$ cat config.mk
export PLATFORM = sky130hd
export DESIGN_NAME = ica_ctrl
export DESIGN_NICKNAME = d
export VERILOG_FILES = /design/src/hw/rtl/ica_pkg.sv /design/src/hw/rtl/ica_ctrl.sv
export SDC_FILE = /design/constraint.sdc
export NUM_CORES = 1
export LEC_CHECK = 0
export ABC_AREA = 1
export BUFFER_PORTS_ARGS = -buffer_cell sky130_fd_sc_hd__buf_4
export CAP_MARGIN = 20
export CORE_AREA = 3 3 40 42
export CTS_CLUSTER_DIAMETER = 80
export DETAILED_ROUTE_END_ITERATION = 7
export DIE_AREA = 0 0 43 45
export PLACE_DENSITY = 0.72
export SYNTH_ARGS = -nofsm -noshare
export SYNTH_HDL_FRONTEND = slang
export SYNTH_SLANG_ARGS = --single-unit
$ cat constraint.sdc
create_clock -name aclk -period 3.6 [get_ports aclk]
set_clock_uncertainty 0.15 [all_clocks]
set_input_delay 0.72 -clock aclk [delete_from_list [all_inputs] [get_ports aclk]]
set_output_delay 0.72 -clock aclk [all_outputs]
set_load 0.02 [all_outputs]
$ cat src/hw/rtl/ica_pkg.sv
// ----------------------------------------------------------------------------
// ica_pkg
// Types, opcodes and controller commands shared by the ALU modules.
// ----------------------------------------------------------------------------
package ica_pkg;

    localparam int DATA_WIDTH = 64;
    localparam int CNT_W      = $clog2(DATA_WIDTH + 1);

    localparam logic [3:0] OP_ADD = 4'd0;
    localparam logic [3:0] OP_SUB = 4'd1;
    localparam logic [3:0] OP_MUL = 4'd2;
    localparam logic [3:0] OP_OR  = 4'd3;
    localparam logic [3:0] OP_AND = 4'd4;
    localparam logic [3:0] OP_XOR = 4'd5;
    localparam logic [3:0] OP_DIV = 4'd6;
    localparam logic [3:0] OP_MOD = 4'd7;
    localparam logic [3:0] OP_GCD = 4'd8;
    localparam logic [3:0] OP_NOT = 4'd9;
    localparam logic [3:0] OP_SHR = 4'd10;
    localparam logic [3:0] OP_SHL = 4'd11;

    localparam logic [1:0] ST_OK    = 2'd0;
    localparam logic [1:0] ST_DIV0  = 2'd1;
    localparam logic [1:0] ST_SHIFT = 2'd2;

    typedef struct packed {
        logic [3:0]  opcode;
        logic signed [63:0] operand_a;
        logic signed [63:0] operand_b;
        logic        last;
    } ica_in_t;

    typedef struct packed {
        logic signed [63:0] value;
        logic [1:0]  status;
    } ica_out_t;

    typedef enum logic [2:0] {
        S_IDLE,
        S_MUL,     // partial-product multiply
        S_DIV,     // divider running for div/mod
        S_GCDDIV,  // divider running for one gcd step
        S_GCDCHK,  // gcd loop test
        S_OUT
    } ica_state_t;

    // controller -> datapath
    typedef struct packed {
        logic load;       // capture input beat
        logic simple;     // compute simple-op result from captured item
        logic mul_start;  // latch multiplicand, clear partial sum
        logic mul_step;   // add one partial product
        logic mul_fin;    // fold product into accumulator and result
        logic div_start;  // start divider on (a,b) at dispatch, else (x,y)
        logic div_step;   // one restoring step
        logic div_fin;    // write quotient/remainder to result
        logic gcd_swap;   // x<=y, y<=r
        logic gcd_fin;    // result <= x
    } ica_cmd_t;

    // datapath -> controller
    typedef struct packed {
        logic [3:0] opcode;
        logic       emit;     // simple op produces a result
        logic       div_zero; // divisor zero
        logic       mul_done;
        logic       div_done;
        logic       gcd_stop;
    } ica_stat_t;

endpackage

$ cat src/hw/rtl/ica_ctrl.sv
// ----------------------------------------------------------------------------
// ica_ctrl
// Sequencer for the ALU: issues simple ops and drives the multiply and divider loops.
// ----------------------------------------------------------------------------
module ica_ctrl
    import ica_pkg::*;
(
    input  logic      aclk,
    input  logic      aresetn,
    input  logic      in_fire,
    input  logic      out_fire,
    input  ica_stat_t stat,
    output ica_cmd_t  cmd,
    output logic      in_ready,
    output logic      out_valid
);

    ica_state_t state_reg, state_next;
    logic       busy_reg, busy_next; // item captured, not yet dispatched

    always_ff @(posedge aclk) begin
        if (!aresetn) begin
            state_reg <= S_IDLE;
            busy_reg  <= 1'b0;
        end else begin
            state_reg <= state_next;
            busy_reg  <= busy_next;
        end
    end

    always_comb begin
        state_next = state_reg;
        busy_next  = busy_reg;
        unique case (state_reg)
            S_IDLE: begin
                if (busy_reg) begin
                    busy_next = 1'b0;
                    if (stat.opcode == OP_DIV || stat.opcode == OP_MOD) begin
                        state_next = stat.div_zero ? S_OUT : S_DIV;
                    end else if (stat.opcode == OP_GCD) begin
                        state_next = S_GCDCHK;
                    end else if (stat.opcode == OP_MUL) begin
                        state_next = S_MUL;
                    end else if (stat.emit) begin
                        state_next = S_OUT;
                    end
                end else if (in_fire) begin
                    busy_next = 1'b1;
                end
            end
            S_MUL:    if (stat.mul_done) state_next = stat.emit ? S_OUT : S_IDLE;
            S_DIV:    if (stat.div_done) state_next = S_OUT;
            S_GCDCHK: state_next = stat.gcd_stop ? S_OUT : S_GCDDIV;
            S_GCDDIV: if (stat.div_done) state_next = S_GCDCHK;
            S_OUT:    if (out_fire) state_next = S_IDLE;
            default:  state_next = S_IDLE;
        endcase
    end

    always_comb begin
        cmd       = '0;
        in_ready  = (state_reg == S_IDLE) && !busy_reg;
        out_valid = (state_reg == S_OUT);
        cmd.load  = in_fire;
        unique case (state_reg)
            S_IDLE: begin
                if (busy_reg) begin
                    cmd.simple    = 1'b1;
                    cmd.mul_start = (stat.opcode == OP_MUL);
                    cmd.div_start = (stat.opcode == OP_DIV || stat.opcode == OP_MOD)
                                    && !stat.div_zero;
                end
            end
            S_MUL: begin
                cmd.mul_step = !stat.mul_done;
                cmd.mul_fin  = stat.mul_done;
            end
            S_DIV: begin
                cmd.div_step = !stat.div_done;
                cmd.div_fin  = stat.div_done;
            end
            S_GCDCHK: begin
                cmd.gcd_fin   = stat.gcd_stop;
                cmd.div_start = !stat.gcd_stop;
            end
            S_GCDDIV: begin
                cmd.div_step = !stat.div_done;
                cmd.gcd_swap = stat.div_done;
            end
            default: ;
        endcase
    end

endmodule

==> impl_metrics.csv <==
group,metric,value,unit
yosys,ys_seq_elements,4,
placed_design,io_buffers,24,
clocking,post_cts_resized,0,
placed_design,place_inst,114,
power_and_ir_drop,vdd_ir_drop_max,0.0003632,V
grt,track_usage,12.15,%
clocking,cts_tree,"built",
route,first_iter_violations,9,
cells_and_area,final.fill_count,145,
cells_and_area,multi_input_area,259.0,um2
power_and_ir_drop,p_sw_share,49.56,%
floorplan,fp.dieH,45,um
floorplan,core,1285,um2
yosys,synth-edff-count,0,
floorplan,die_w,43,um
timing,tightest_slew,0.2409,ns
route,drt-vias-per-instance,4.470,
cells_and_area,regArea,80.08,um2
power_and_ir_drop,power.density,633.2,nW/um2
grt,grt-ovfl-total,0,
cells_and_area,layout.nets,117,
route,num_vias,523,
yosys,ys.flop_type,"dfxtp_1",
clocking,clkLatencyLatePin,0.23,ns
yosys,postSynthAreaPerCell,5.449,um2
timing,timing.final.crit_share,65.10,%
yosys,yosysTopAreaCellShare,19.34,%
worst_setup_path,critical_path.max_fanout,3,
floorplan,dieArea,1935,um2
power_and_ir_drop,p_switching,0.1971,mW
timing,slew_viol_final,0,
route,ant_nets,0,
power_and_ir_drop,clock_power_share,13.8,%
clocking,cts_root_buf,"clkbuf_4",
timing,fin_crit,2.344,ns
timing,max_slew_margin,83.79,%
timing,rsz0062_at_grt,"false",
yosys,syn_area,414.1,um2
floorplan,initial_core_util,32.23,%
cells_and_area,largest_register_ffs,3,
worst_setup_path,slowest_delay,0.16,ns
cells_and_area,antennaDiodeCount,0,
min_path,hold_class,"flip-flop to flip-flop",
timing,fin_setup_tns,0,ns
power_and_ir_drop,combPwrFrac,66.2,%
yosys,postSynthNetCount,89,
placed_design,dpl_cell_area,605.6,um2
worst_setup_path,cp_cell_sequence,"buf_4 > inv_1 > and3_1 > nand2_1 > o21ai_2 > buf_4",
timing,setup_viol,0,
grt,grt_max_degree,9,
yosys,seq_area_frac_synth,19.34,%
power_and_ir_drop,intPower,0.2006,mW
clocking,hold_buffers,0,
placed_design,dpl.hpwl,868.4,um
yosys,synth.distinct_cells,20,
yosys,synth_area_leaders,"dfxtp_1 (19%), inv_1 (14%), nand2_1 (14%)",
worst_setup_path,cp-start-kind,"input pin",
cells_and_area,areaGrowthSynthToFinish,51.66,%
worst_setup_path,cp-end-kind,"output pin",
yosys,ys_top_cells_by_count,"inv_1 (15), nand2_1 (15), nor2_1 (14)",
route,route.detailed.drc,0,
power_and_ir_drop,leakagePower,0.3899,nW
cells_and_area,final_area,628.1,um2
timing,max_freq,426.7,MHz
worst_setup_path,cp.arrival,1.47,ns
grt,grt_pass1_wl,1787,um
worst_setup_path,required,2.73,ns
status,outcome,"completed",
route,dr.pass1.iters,4,
yosys,syn_inst,76,
clocking,h-tree-depth,1,
route,post_drt_wl_per_cell,8.462,um
clocking,path_clk_slew,0.04,ns
floorplan,fp-row-count,13,
route,drt_wl_total,990,um
grt,grt_pass1_vias,475,
power_and_ir_drop,seqPwrFrac,20.0,%
clocking,cts_buffers,3,
yosys,synth_area_leader_cell,"dfxtp_1",
worst_setup_path,worstSetupPathType,"input pin to output pin",
worst_setup_path,crit_slowest_cell,"and3_1",
placed_design,gp_congestion,0.7887,
worst_setup_path,cpMostUsedCell,"buf_4",
floorplan,io_pins,25,
clocking,clock_sinks,4,
timing,fin_hold_ws,0.3784,ns
cells_and_area,finalNonFillerCells,117,
clocking,clockBufferDepth,2,
cells_and_area,drive_gt1_share,37.25,%
yosys,synth_async_sr_flop_share,0,%
timing,hold_viol,0,
clocking,cts_setup_buffers,0,
yosys,yosys_warnings,0,
flow_run,cap_violations,0,
grt,grt_antenna_before_repair,0,
power_and_ir_drop,power,0.3977,mW
-- per-stage QoR --
step,worst slack (ns),util [%]
CTS,1.254,48.88
global placement,1.284,47.13
global route,1.207,48.88
floorplan,1.342,-
detailed placement,1.260,47.13
finish,1.256,48.88
-- logic make-up (layout without fill, tap and decap cells) --
| logic type | after synthesis | after routing | synth area share (%) |
|---|---|---|---|
| and+or+nand+nor | 48 | 48 | 54.68 |
| buffers and inverters | 19 | 45 | 18.13 |
| AOI/OAI and AO/OA | 5 | 5 | 7.855 |
| DFF | 4 | 4 | 19.34 |
-- metal layers --
layer	GRT usage [%]	vias to the layer above	part of all wire [%]
met3	2.789	0	6.0
met2	19.46	11	50
met1	14.18	227	44
met5	0	-	0
met4	9.036	0	0
li1	-	285	-
-- final cells by class --
| class | count | share of cell area [%] |
|---|---|---|
| multi-input cells | 53 | 41.24 |
| repair buffers | 24 | 28.69 |
| flip-flops and latches | 4 | 12.75 |
| inverters | 18 | 10.76 |
| clock buffers | 3 | 3.586 |
| well taps | 15 | 2.988 |
-- cell usage in the layout (no fill, tap or decap), types with 2 or more instances in the layout --
cell,instances
clkbuf_4,3
dfxtp_1,4
nand2_1,15
o21ai_1,2
nor3_1,3
nand3_1,5
nand2_2,3
nand4_1,2
nor2_2,2
nor2_1,14
inv_1,15
buf_4,24
inv_2,2
-- power by group through the flow --
stage | combinational (mW) | sequential, mW | clock [mW]
CTS | 0.267 | 0.0794 | 0.0583
finish | 0.263 | 0.0796 | 0.0550
detailed placement | 0.266 | 0.0803 | 0
floorplan | 0.193 | 0.0772 | 0
global route | 0.301 | 0.0816 | 0.0616
global placement | 0.264 | 0.0801 | 0
-- path summary, 6_finish.rpt --
| check | end | cells past startpoint | slack [ns] | start |
|---|---|---|---|---|
| worst max-delay path | cmd[4] | 6 | 1.26 | stat[8] |
| worst min-delay path | busy_reg$_SDFFE_PN0P_ | 2 | 0.38 | busy_reg$_SDFFE_PN0P_ |
| worst max register to register | state_reg[2]$_SDFFE_PN0P_ | 8 | 2.26 | state_reg[1]$_SDFFE_PN0P_ |
| worst min register to register | busy_reg$_SDFFE_PN0P_ | 2 | 0.38 | busy_reg$_SDFFE_PN0P_ |
-- worst max-delay path: cells and delay by family --
kind / cells / cell delay, ns
AND/OR/NAND/NOR: 2 / 0.26
AO/OA/AOI/OAI: 1 / 0.16
buffers and inverters: 3 / 0.33
No activity file was read; power rests on OpenSTA's default activity.
